==> config.mk <==
export PLATFORM = sky130hd
export DESIGN_NAME = replay_record_table_ttl
export DESIGN_NICKNAME = d
export VERILOG_FILES = /design/src/rrt_pkg.sv /design/src/rrt_table.sv /design/src/rrt_scan.sv /design/src/replay_record_table_ttl.sv
export SDC_FILE = /design/constraint.sdc
export NUM_CORES = 2
export LEC_CHECK = 0
export ABC_AREA = 1
export ABC_CLOCK_PERIOD_IN_PS = 9700
export BUFFER_PORTS_ARGS = -buffer_cell sky130_fd_sc_hd__buf_2
export CAP_MARGIN = 5
export CORE_MARGIN = 10
export CORE_UTILIZATION = 30
export CTS_BUF_LIST = sky130_fd_sc_hd__clkbuf_2
export CTS_CLUSTER_DIAMETER = 200
export DETAILED_ROUTE_END_ITERATION = 10
export PLACE_DENSITY = 0.57
export SKIP_LAST_GASP = 1
export SLEW_MARGIN = 15
export SYNTH_ARGS = -nofsm -noshare
export SYNTH_HDL_FRONTEND = slang
export SYNTH_SLANG_ARGS = --single-unit
==> constraint.sdc <==
create_clock -name i_clk -period 9.7 [get_ports i_clk]
set_input_delay 1.94 -clock i_clk [delete_from_list [all_inputs] [get_ports i_clk]]
set_output_delay 1.94 -clock i_clk [all_outputs]
set_load 0.02 [all_outputs]
==> src/rrt_pkg.sv <==
`default_nettype none

package rrt_pkg;

    // Operation codes carried in the op field
    localparam logic OP_ACCEPT = 1'b0;
    localparam logic OP_MARK   = 1'b1;

    // Verdict codes (accept: accepted/duplicate/refused, mark: inserted/refreshed/full)
    localparam logic [1:0] VERDICT_NEW     = 2'd0;
    localparam logic [1:0] VERDICT_KNOWN   = 2'd1;
    localparam logic [1:0] VERDICT_REFUSED = 2'd2;

    // Configuration register indexes
    localparam int unsigned CFG_IDX_W = 1;
    localparam logic [CFG_IDX_W-1:0] REG_TTL  = 1'd0;
    localparam logic [CFG_IDX_W-1:0] REG_SKEW = 1'd1;

    // Configuration reset values
    localparam logic [31:0] TTL_RESET  = 32'd300;
    localparam logic [31:0] SKEW_RESET = 32'd30;

    // Sequencer states
    typedef enum logic [2:0] {
        S_IDLE,
        S_CHECK,
        S_SCAN,
        S_DRAIN,
        S_DECIDE,
        S_RESULT
    } t_state;

    // Outcome flags of one pass over the table
    typedef struct packed {
        logic hit;
        logic free;
    } t_scan_flags;

endpackage

`default_nettype wire

==> src/rrt_table.sv <==
`default_nettype none

module rrt_table
    import rrt_pkg::*;
#(
    parameter int unsigned SLOTS = 16,
    parameter int unsigned IDX_W = 4
) (
    input  wire logic             i_clk,
    input  wire logic             i_rst_n,
    input  wire logic [IDX_W-1:0] i_rd_idx,
    output logic                  o_rd_valid,
    output logic [31:0]           o_rd_source,
    output logic [63:0]           o_rd_counter,
    output logic [31:0]           o_rd_seen,
    input  wire logic             i_wr_en,
    input  wire logic [IDX_W-1:0] i_wr_idx,
    input  wire logic [31:0]      i_wr_source,
    input  wire logic [63:0]      i_wr_counter,
    input  wire logic [31:0]      i_wr_seen
);

    logic [SLOTS-1:0] r_valid;
    logic [31:0]      r_mem_source  [SLOTS];
    logic [63:0]      r_mem_counter [SLOTS];
    logic [31:0]      r_mem_seen    [SLOTS];

    // Mark slots occupied; reset frees every slot at once
    always_ff @(posedge i_clk) begin
        if (!i_rst_n) begin
            r_valid <= '0;
        end else if (i_wr_en) begin
            r_valid[i_wr_idx] <= 1'b1;
        end
    end

    // Write the record payload
    always_ff @(posedge i_clk) begin
        if (i_wr_en) begin
            r_mem_source[i_wr_idx]  <= i_wr_source;
            r_mem_counter[i_wr_idx] <= i_wr_counter;
            r_mem_seen[i_wr_idx]    <= i_wr_seen;
        end
    end

    // Registered read of one slot per cycle
    always_ff @(posedge i_clk) begin
        o_rd_valid   <= r_valid[i_rd_idx];
        o_rd_source  <= r_mem_source[i_rd_idx];
        o_rd_counter <= r_mem_counter[i_rd_idx];
        o_rd_seen    <= r_mem_seen[i_rd_idx];
    end

endmodule

`default_nettype wire

==> src/rrt_scan.sv <==
`default_nettype none

module rrt_scan
    import rrt_pkg::*;
#(
    parameter int unsigned IDX_W = 4
) (
    input  wire logic             i_clk,
    input  wire logic             i_rst_n,
    input  wire logic             i_start,
    input  wire logic             i_step,
    input  wire logic [IDX_W-1:0] i_idx,
    input  wire logic             i_slot_valid,
    input  wire logic [31:0]      i_slot_source,
    input  wire logic [63:0]      i_slot_counter,
    input  wire logic [31:0]      i_slot_seen,
    input  wire logic [31:0]      i_key_source,
    input  wire logic [63:0]      i_key_counter,
    input  wire logic [31:0]      i_now,
    output t_scan_flags           o_flags,
    output logic [IDX_W-1:0]      o_match_idx,
    output logic [IDX_W-1:0]      o_free_idx,
    output logic [IDX_W-1:0]      o_old_idx,
    output logic [31:0]           o_old_age
);

    t_scan_flags      r_flags;
    logic             r_first;
    logic [IDX_W-1:0] r_match_idx;
    logic [IDX_W-1:0] r_free_idx;
    logic [IDX_W-1:0] r_old_idx;
    logic [31:0]      r_old_age;
    logic [31:0]      w_age;
    logic             w_match;

    // Modular age of the slot under test and key compare
    assign w_age   = i_now - i_slot_seen;
    assign w_match = i_slot_valid && (i_slot_source == i_key_source)
                     && (i_slot_counter == i_key_counter);

    // Track first match and first free slot
    always_ff @(posedge i_clk) begin
        if (!i_rst_n) begin
            r_flags <= '0;
            r_first <= 1'b1;
        end else if (i_start) begin
            r_flags <= '0;
            r_first <= 1'b1;
        end else if (i_step) begin
            r_first <= 1'b0;
            if (w_match && !r_flags.hit) begin
                r_flags.hit <= 1'b1;
            end
            if (!i_slot_valid && !r_flags.free) begin
                r_flags.free <= 1'b1;
            end
        end
    end

    // Hold indexes and the oldest age; strict compare keeps the first slot on ties
    always_ff @(posedge i_clk) begin
        if (i_step) begin
            if (w_match && !r_flags.hit) begin
                r_match_idx <= i_idx;
            end
            if (!i_slot_valid && !r_flags.free) begin
                r_free_idx <= i_idx;
            end
            if (r_first || (w_age > r_old_age)) begin
                r_old_age <= w_age;
                r_old_idx <= i_idx;
            end
        end
    end

    assign o_flags     = r_flags;
    assign o_match_idx = r_match_idx;
    assign o_free_idx  = r_free_idx;
    assign o_old_idx   = r_old_idx;
    assign o_old_age   = r_old_age;

endmodule

`default_nettype wire

==> src/replay_record_table_ttl.sv <==
`default_nettype none

// Replay record table with time-to-live. Each transferred item runs one operation against
// a table of SLOTS records: accept (timing check, duplicate check, record) or mark-seen
// (refresh or insert). A sequencer walks the table one slot per cycle through a single
// registered read port and one shared compare/age unit; an item goes through the check,
// scan, drain, decide and result states (an accept that fails the timing check goes from
// check straight to result), and the next item may transfer in the cycle after the result
// is loaded into the output register. The input side stalls while an item is in work.
// Configuration writes take effect at once and are meant for idle periods.
module replay_record_table_ttl
    import rrt_pkg::*;
#(
    parameter int unsigned SLOTS = 16
) (
    input  wire logic                 i_clk,
    input  wire logic                 i_rst_n,
    // Input channel
    input  wire logic                 i_in_valid,
    output logic                      o_in_stall,
    input  wire logic                 i_op,
    input  wire logic [31:0]          i_source_id,
    input  wire logic [63:0]          i_msg_counter,
    input  wire logic [31:0]          i_sent_time,
    input  wire logic [31:0]          i_now_time,
    input  wire logic                 i_sync_ok,
    // Result channel
    output logic                      o_out_valid,
    input  wire logic                 i_out_stall,
    output logic [1:0]                o_verdict,
    output logic [31:0]               o_eviction_count,
    output logic [31:0]               o_denied_count,
    // Configuration
    input  wire logic                 i_cfg_we,
    input  wire logic [CFG_IDX_W-1:0] i_cfg_idx,
    input  wire logic [31:0]          i_cfg_data
);

    localparam int unsigned IDX_W = (SLOTS > 1) ? $clog2(SLOTS) : 1;
    localparam logic [IDX_W-1:0] LAST_IDX = IDX_W'(SLOTS - 1);

    t_state           r_state;
    t_state           n_state;
    logic [31:0]      r_ttl;
    logic [31:0]      r_skew;
    logic             r_op;
    logic [31:0]      r_source;
    logic [63:0]      r_counter;
    logic [31:0]      r_sent;
    logic [31:0]      r_now;
    logic             r_sync;
    logic [IDX_W-1:0] r_cnt;
    logic             r_step;
    logic [IDX_W-1:0] r_step_idx;
    logic [1:0]       r_verdict;
    logic [1:0]       n_verdict;
    logic [31:0]      r_evictions;
    logic [31:0]      r_refusals;
    logic             r_out_valid;
    logic [1:0]       r_out_verdict;
    logic [31:0]      r_out_evictions;
    logic [31:0]      r_out_refusals;

    logic             w_in_xfer;
    logic             w_out_xfer;
    logic             w_reject;
    logic [31:0]      w_limit;
    logic [31:0]      w_lag;
    logic             w_scan_start;
    logic             w_set_verdict;
    logic             w_wr_en;
    logic [IDX_W-1:0] w_wr_idx;
    logic             w_evict;
    logic             w_refuse;
    logic             w_load_out;

    logic             w_rd_valid;
    logic [31:0]      w_rd_source;
    logic [63:0]      w_rd_counter;
    logic [31:0]      w_rd_seen;
    t_scan_flags      w_flags;
    logic [IDX_W-1:0] w_match_idx;
    logic [IDX_W-1:0] w_free_idx;
    logic [IDX_W-1:0] w_old_idx;
    logic [31:0]      w_old_age;

    assign w_in_xfer  = i_in_valid && !o_in_stall;
    assign w_out_xfer = r_out_valid && !i_out_stall;
    assign o_in_stall = (r_state != S_IDLE);

    // Timing check of an accept: missing sync, send time in the future, or too old
    assign w_limit  = r_now + r_skew;
    assign w_lag    = r_now - r_sent;
    assign w_reject = (r_op == OP_ACCEPT)
                      && (!r_sync || (r_sent > w_limit)
                          || ((r_now > r_sent) && (w_lag > r_ttl)));

    // Next state
    always_comb begin
        n_state = r_state;
        case (r_state)
            S_IDLE: begin
                if (w_in_xfer) begin
                    n_state = S_CHECK;
                end
            end
            S_CHECK: begin
                n_state = w_reject ? S_RESULT : S_SCAN;
            end
            S_SCAN: begin
                if (r_cnt == LAST_IDX) begin
                    n_state = S_DRAIN;
                end
            end
            S_DRAIN: begin
                n_state = S_DECIDE;
            end
            S_DECIDE: begin
                n_state = S_RESULT;
            end
            S_RESULT: begin
                if (!r_out_valid || !i_out_stall) begin
                    n_state = S_IDLE;
                end
            end
            default: begin
                n_state = S_IDLE;
            end
        endcase
    end

    // Sequencer outputs
    always_comb begin
        w_scan_start  = 1'b0;
        w_set_verdict = 1'b0;
        n_verdict     = VERDICT_REFUSED;
        w_wr_en       = 1'b0;
        w_wr_idx      = w_free_idx;
        w_evict       = 1'b0;
        w_refuse      = 1'b0;
        w_load_out    = 1'b0;
        case (r_state)
            S_CHECK: begin
                if (w_reject) begin
                    w_set_verdict = 1'b1;
                end else begin
                    w_scan_start = 1'b1;
                end
            end
            S_DECIDE: begin
                w_set_verdict = 1'b1;
                if (w_flags.hit) begin
                    n_verdict = VERDICT_KNOWN;
                    w_wr_idx  = w_match_idx;
                    w_wr_en   = (r_op == OP_MARK);
                end else if (w_flags.free) begin
                    n_verdict = VERDICT_NEW;
                    w_wr_en   = 1'b1;
                end else if (w_old_age > r_ttl) begin
                    n_verdict = VERDICT_NEW;
                    w_wr_idx  = w_old_idx;
                    w_wr_en   = 1'b1;
                    w_evict   = 1'b1;
                end else begin
                    w_refuse = 1'b1;
                end
            end
            S_RESULT: begin
                w_load_out = !r_out_valid || !i_out_stall;
            end
            default: begin
            end
        endcase
    end

    // State and configuration registers
    always_ff @(posedge i_clk) begin
        if (!i_rst_n) begin
            r_state <= S_IDLE;
            r_ttl   <= TTL_RESET;
            r_skew  <= SKEW_RESET;
        end else begin
            r_state <= n_state;
            if (i_cfg_we) begin
                case (i_cfg_idx)
                    REG_TTL:  r_ttl  <= i_cfg_data;
                    REG_SKEW: r_skew <= i_cfg_data;
                    default: begin
                    end
                endcase
            end
        end
    end

    // Capture the item on its transfer
    always_ff @(posedge i_clk) begin
        if (w_in_xfer) begin
            r_op      <= i_op;
            r_source  <= i_source_id;
            r_counter <= i_msg_counter;
            r_sent    <= i_sent_time;
            r_now     <= i_now_time;
            r_sync    <= i_sync_ok;
        end
    end

    // Advance the slot address; the step flag trails it by the read latency
    always_ff @(posedge i_clk) begin
        if (!i_rst_n) begin
            r_step <= 1'b0;
        end else begin
            r_step <= (r_state == S_SCAN);
        end
        if (w_scan_start) begin
            r_cnt <= '0;
        end else if (r_state == S_SCAN) begin
            r_cnt <= r_cnt + 1'b1;
        end
        r_step_idx <= r_cnt;
        if (w_set_verdict) begin
            r_verdict <= n_verdict;
        end
    end

    // Wrapping eviction and refusal counters
    always_ff @(posedge i_clk) begin
        if (!i_rst_n) begin
            r_evictions <= '0;
            r_refusals  <= '0;
        end else begin
            if (w_evict) begin
                r_evictions <= r_evictions + 32'd1;
            end
            if (w_refuse) begin
                r_refusals <= r_refusals + 32'd1;
            end
        end
    end

    // Output register: load a result, drop it on transfer
    always_ff @(posedge i_clk) begin
        if (!i_rst_n) begin
            r_out_valid <= 1'b0;
        end else if (w_load_out) begin
            r_out_valid <= 1'b1;
        end else if (w_out_xfer) begin
            r_out_valid <= 1'b0;
        end
        if (w_load_out) begin
            r_out_verdict   <= r_verdict;
            r_out_evictions <= r_evictions;
            r_out_refusals  <= r_refusals;
        end
    end

    assign o_out_valid      = r_out_valid;
    assign o_verdict        = r_out_verdict;
    assign o_eviction_count = r_out_evictions;
    assign o_denied_count   = r_out_refusals;

    rrt_table #(
        .SLOTS (SLOTS),
        .IDX_W (IDX_W)
    ) u_table (
        .i_clk        (i_clk),
        .i_rst_n      (i_rst_n),
        .i_rd_idx     (r_cnt),
        .o_rd_valid   (w_rd_valid),
        .o_rd_source  (w_rd_source),
        .o_rd_counter (w_rd_counter),
        .o_rd_seen    (w_rd_seen),
        .i_wr_en      (w_wr_en),
        .i_wr_idx     (w_wr_idx),
        .i_wr_source  (r_source),
        .i_wr_counter (r_counter),
        .i_wr_seen    (r_now)
    );

    rrt_scan #(
        .IDX_W (IDX_W)
    ) u_scan (
        .i_clk          (i_clk),
        .i_rst_n        (i_rst_n),
        .i_start        (w_scan_start),
        .i_step         (r_step),
        .i_idx          (r_step_idx),
        .i_slot_valid   (w_rd_valid),
        .i_slot_source  (w_rd_source),
        .i_slot_counter (w_rd_counter),
        .i_slot_seen    (w_rd_seen),
        .i_key_source   (r_source),
        .i_key_counter  (r_counter),
        .i_now          (r_now),
        .o_flags        (w_flags),
        .o_match_idx    (w_match_idx),
        .o_free_idx     (w_free_idx),
        .o_old_idx      (w_old_idx),
        .o_old_age      (w_old_age)
    );

    // A table write and a refusal never come from the same decision
    a_write_or_refuse: assert property (@(posedge i_clk) disable iff (!i_rst_n)
        !(w_wr_en && w_refuse))
        else $error("table write and refusal in the same cycle");

    // An input transfer starts the timing check in the next cycle
    a_xfer_to_check: assert property (@(posedge i_clk) disable iff (!i_rst_n)
        w_in_xfer |=> (r_state == S_CHECK))
        else $error("input transfer not followed by check");

    // The eviction counter moves only out of the decision step
    a_evict_from_decide: assert property (@(posedge i_clk) disable iff (!i_rst_n)
        ($past(i_rst_n) && (r_evictions != $past(r_evictions)))
            |-> ($past(r_state) == S_DECIDE))
        else $error("eviction count changed outside decision");

    // A result appears only from the result state
    a_result_source: assert property (@(posedge i_clk) disable iff (!i_rst_n)
        $rose(o_out_valid) |-> ($past(r_state) == S_RESULT))
        else $error("result offered outside result state");

endmodule

`default_nettype wire

# == Word-level counts from Yosys, hierarchy flattened ==
# Memories as Yosys holds them, arrays and structs flattened. A register that Yosys moved wholly into a read port is not among the register bits.
# Cells that the tools add are included.
# op_classes
add_sub_neg,6
n_lt_le_gt_ge,8
n_eq_ne,11
n_mux,36
n_bitwise,4
n_reduce_logical,30
# op_table
op,n
greater-than comparator 32 bit,5
"adder 32 x 1 -> 32 bit, second input constant",2
== test 64 bit,1
subtractor 32 bit,2
adder 32 bit,1
== test 32 bit,1
2-to-1 mux 1 bit,21
one-hot mux 3 bit (6 select lines),1
2-to-1 mux 4 bit,4
bitwise OR 16 bit,1
2-to-1 mux 3 bit,4
"< comparator 4 x 5 -> 1 bit, second input constant",2
AND reduction 2 bit,5
logical AND 1 bit,9
zero test 1 bit,7
"== test 3 x 2 -> 1 bit, second input constant",2
"== test 3 bit, second input constant",2
2-to-1 mux 2 bit,3
"!= test 2 bit, second input constant",3
"adder 4 x 1 -> 4 bit, second input constant",1
binary-select mux 1 bit (select 4 bit),1
demux 1 bit (select 4 bit),1
"== test 4 bit, second input constant",1
"greater-or-equal comparator 4 x 1 -> 1 bit, second input constant",1
other kinds (9),14
# word_totals
regBits,435
ramBits,2048
input_bits,200
word_cells,126
mem_count,3
# mem_list
memory,depth,word_bits,read_ports,rd_ports_with_merged_regs,write_ports,line_no,source
u_table.r_mem_counter,16,64,1,1,1,rrt_table.sv:25,logic [63:0] r_mem_counter [SLOTS];
u_table.r_mem_seen,16,32,1,1,1,rrt_table.sv:26,logic [31:0] r_mem_seen [SLOTS];
u_table.r_mem_source,16,32,1,1,1,rrt_table.sv:24,logic [31:0] r_mem_source [SLOTS];

# == Longest topological paths before layout ==
# depth
ltp_word,10
ltp_mapped,30
ltp_nobuf,30

# == Hierarchy ==
# Synthesis repeated with hierarchy kept, for this count alone.
# hier_totals
cells_unflattened,10955
area_unflattened_um2,114225.8
# modules_own_cells
mod,instances,cells_each,area_per_inst_um2
rrt_table,1,7890,88575.0
replay_record_table_ttl,1,2053,19297.3
rrt_scan,1,1012,6353.6

# == Worst setup path after synthesis ==
# No wires, ideal clock.
# synth_timing
path_kind,input-to-reg
from,in i_in_valid
to,reg r_counter[0] (enable)
setup_ns,0.687
arrival_ns,8.641
setup_slack_ns,0.372
cell_stages,2
n_path_buf,0
cell_sequence,inv_1 -> nor2_1
# synth_via
elab_chain_cells,1
# synth_rtl
element,line_no,source
from (decl),replay_record_table_ttl.sv:19,"input wire logic i_in_valid,"
logical AND 1 bit,replay_record_table_ttl.sv:87,assign w_in_xfer = i_in_valid && !o_in_stall;
net w_in_xfer,replay_record_table_ttl.sv:64,logic w_in_xfer;
to (signal assigned),replay_record_table_ttl.sv:200,r_counter <= i_msg_counter;
to (decl),replay_record_table_ttl.sv:48,logic [63:0] r_counter;
# The timed path passes the listed nets, and every way through them passes these cells.
# A chain may end at the register's enable or synchronous reset.

# == Worst setup path after layout ==
# layout_timing
from,reg r_now[0]
to,reg u_scan.r_old_age[3] (netlist: u_scan.o_old_age[3]) (enable)
# layout_via
elab_chain_cells,4
# layout_rtl
element,line_no,source
from (decl),replay_record_table_ttl.sv:50,logic [31:0] r_now;
from (signal assigned),replay_record_table_ttl.sv:202,r_now <= i_now_time;
subtractor 32 bit,rrt_scan.sv:37,assign w_age = i_now - i_slot_seen;
net u_scan.w_age[30],rrt_scan.sv:33,logic [31:0] w_age;
greater-than comparator 32 bit,rrt_scan.sv:69,if (r_first || (w_age > r_old_age)) begin
logical OR 1 bit,rrt_scan.sv:69,
AND reduction 2 bit (no line),-,
to (signal assigned),rrt_scan.sv:70,r_old_age <= w_age;
to (decl),rrt_scan.sv:32,logic [31:0] r_old_age;
# The timed path passes the listed nets, and every way through them passes these cells.

==> summary.txt <==
status: completed
period utilization: 0.5641
CTS tree: built
CP startpoint kind: flop
Total Routing Usage GR: 0.1594
full die area: 376,900 um2
# fillers: 34,820
number of cells on the worst hold path: 1
R2R setup slack: 4.23 ns
# IOs: 268
Final Hold Vio Count: 0
min-delay worst type: primary input to flop
hold path start: i_source_id[10]
Clock transition at path regs: 0.10 ns
CTS root buf: clkbuf_2
Static Leakage: 41.94 nW
IO Port Bufs: 267
fraction of registers with async set/reset: 0
share of cells above drive strength 1: 0.1575
Seq/Total Area, Yosys: 0.7136
most numerous cell in the Yosys netlist: edfxtp_1
largest net degree at the start of global routing: 203
clk sinks: 2,611
count of state elements after synthesis: 2,611
area leader, netlist: edfxtp_1
metal3 WL: 23.91 mm
Worst Path Arrival: 7.12 ns
Synth Warn #: 0
clock latency on the worst-skew pair: 2.16 ns
Post-DRT Antenna Nets: 0
worst slew pin tran: 1.136 ns
crit path kind: flop to flop
Syn Nets: 8,908
Initial Utilization: 0.3007
Post-synth EDFFs: 2,322
Top Metal Used: met5
Pwr Density: 267.1 nW/um2
DRT met1 WL: 135.4 mm
worst r2r dst: u_scan.o_old_age[3]
via count: 72,587
R2R depth: 27
share of the synthesized area in the top cell type: 0.6590
H-tree Lvls: 6
Remaining DRCs: 0
Synth cell types: 61
Setup TNS: 0 ns
Max Freq: 182.8 MHz
post-DP HPWL: 169.2 mm
final net count: 9,641
nature of the critical path endpoint: flop
initial drt markers: 6,695
Min Clock Period, post-route: 5.472 ns
Area Overhead vs Synth: 13.83%
Layout Utilization: 0.3423
clk buf depth: 4
Peak supply drop: 0.3007 mV
row count: 218
grt ovf: 0
post-synthesis cell count: 8,480
Avg Cell Area, Syn: 12.48 um2
CTS Hold Bufs: 155
global-route wire length before repair: 460.7 mm
Pins Over Slew Limit: 0
R2R Path Start: r_now[0]
number of global-route vias before repair: 72,457
most frequent cells after synthesis: edfxtp_1, nor2_1, o21ai_0
endpoints failing setup: 0
Placer Congestion: 0.8695
drt wl/cell: 21.86 um
Post-CTS Setup Bufs: 0
Setup crit start: r_now[0]
initial antenna violation count: 41
RSZ-0062 raised after global routing: false
relative slew slack: 0.2398
worst clock skew: 0.2807 ns
CTS-repair resized insts: 0
cts bufs inserted: 653
Die W: 613.9 um
wirelength, routed: 314.7 mm
Synth area leaders: edfxtp_1, o21ai_0, dfxtp_1
Placeable Area: 351,900 um2
met2 wire len: 146.5 mm
Max Cap Viol: 0
Syn Std Cell Area: 105,800 um2
worst path required time: 11.35 ns
Post-synth top flop: edfxtp_1
router iterations before antenna repair: 8
Vert. Die Dim: 613.9 um
worst-path fanout max: 22
vias per cell: 5.042
hold path endpoint: r_source[10]
-- worst max-delay path by stage --
stage / end / slack [ns] / cells past startpoint
6_report: u_scan.o_old_age[3] / 4.23 / 27
3_5_place_dp: u_scan.o_old_age[3] / 3.97 / 26
3_3_place_gp: u_scan.o_old_age[0] / 3.84 / 26
2_1_floorplan: r_counter[0] / 0.37 / 2
5_1_grt: u_scan.o_old_age[3] / 3.62 / 27
4_1_cts: u_scan.o_old_idx[3] / 3.82 / 26
-- cell families after synthesis --
| family | Yosys count | synth area share |
|---|---|---|
| buffers and inverters | 868 | 0.03125 |
| flip-flops | 2611 | 0.7136 |
| adder cells (fa/ha/maj) | 228 | 0.02717 |
| AO/OA/AOI/OAI | 2121 | 0.1159 |
| AND/OR/NAND/NOR | 2464 | 0.09644 |
| XOR/XNOR | 188 | 0.01556 |
-- power breakdown --
part	internal (W)	total [W]	switching (W)
combinational	0.00298	0.00959	0.00661
sequential	0.0138	0.0147	0.000890
clock	0.00333	0.00791	0.00458
total	0.0201	0.0322	0.0121
-- cell type report --
class | instances | area, um2 | area share
tap | 4620 | 5781 | 0.04799
clock buffer | 985 | 4930 | 0.04093
antenna | 12 | 30.03 | 0.0002493
clock inverter | 222 | 1610 | 0.01337
multi-input combinational | 5001 | 27030 | 0.2244
sequential | 2611 | 75520 | 0.6271
timing repair buffer | 528 | 3816 | 0.03168
inverter | 418 | 1724 | 0.01432
-- layout by cell type (no fill, tap or decap), drive strengths merged, types with 3 or more instances in the layout --
master       instances
nor4                25
fa                   3
o211ai              57
nand4               52
a21boi               9
clkinv             176
o221ai             213
clkbuf             985
a21o                14
nor2              1275
bufinv              21
edfxtp            2322
o22ai              317
diode               12
o21bai               6
and3                 3
nor3b                5
a31oi               21
a221oi               9
nor3                67
xor2               121
o21a                17
ha                 225
a21oi              258
o31ai                3
inv                436
xnor2               67
a22o                 7
buf                373
dlygate4sd3        155
o21ai             1173
nand3              285
nand2              745
a211oi              12
clkinvlp             7
dfxtp              289
-- flip-flops by register name, indices dropped and copies added, names as in the netlist, 64 cells and up --
register,flops
u_table.r_mem_seen,512
r_counter,64
u_table.r_mem_counter,1024
u_table.o_rd_counter,64
u_table.r_mem_source,512
-- critical path, stage by stage (launching register included) --
cell and delay, ns:
edfxtp_1 0.72, inv_1 0.16, ha_1 0.26, inv_1 0.07, fa_1 0.20, nand3_1 0.09
nand3_1 0.11, nand2_1 0.07, nand2_1 0.06, nand2_1 0.10, o21ai_1 0.37, nand3_1 0.12
nand3_1 0.16, nand3_1 0.09, nand2_1 0.13, a21oi_1 0.09, xnor2_1 0.15, ha_1 0.28
nand2_1 0.05, inv_1 0.06, nand3_1 0.09, nor3_1 0.24, nor4b_1 0.37, nand2_1 0.12
nand2_1 0.08, nand2_1 0.08, a21oi_4 0.49, buf_16 0.24
-- metal layers --
| layer | vias to the layer above | track usage |
|---|---|---|
| met5 | - | 0 |
| met4 | 18 | 0.05301 |
| met3 | 566 | 0.02624 |
| met2 | 3036 | 0.2613 |
| met1 | 35905 | 0.2155 |
| li1 | 33062 | - |
-- through the flow --
stage / std cells / power (W) / setup slack (ns) / hold WS [ns] / instance area (um2)
after floorplan: 8480 / 0.02107 / 0.3722 / 0.3290 / 105800
after global placement: 13022 / 0.02417 / 3.844 / 0.4120 / 112300
after detailed placement: 13022 / 0.02440 / 3.965 / 0.4183 / 112300
after CTS: 14384 / 0.03243 / 3.825 / 0.00009237 / 120400
after global routing: 14389 / 0.03419 / 3.618 / 0.04525 / 120400
final: 14397 / 0.03218 / 4.228 / 0.2300 / 120400
Note: power is estimated with default switching activity, not from simulation.
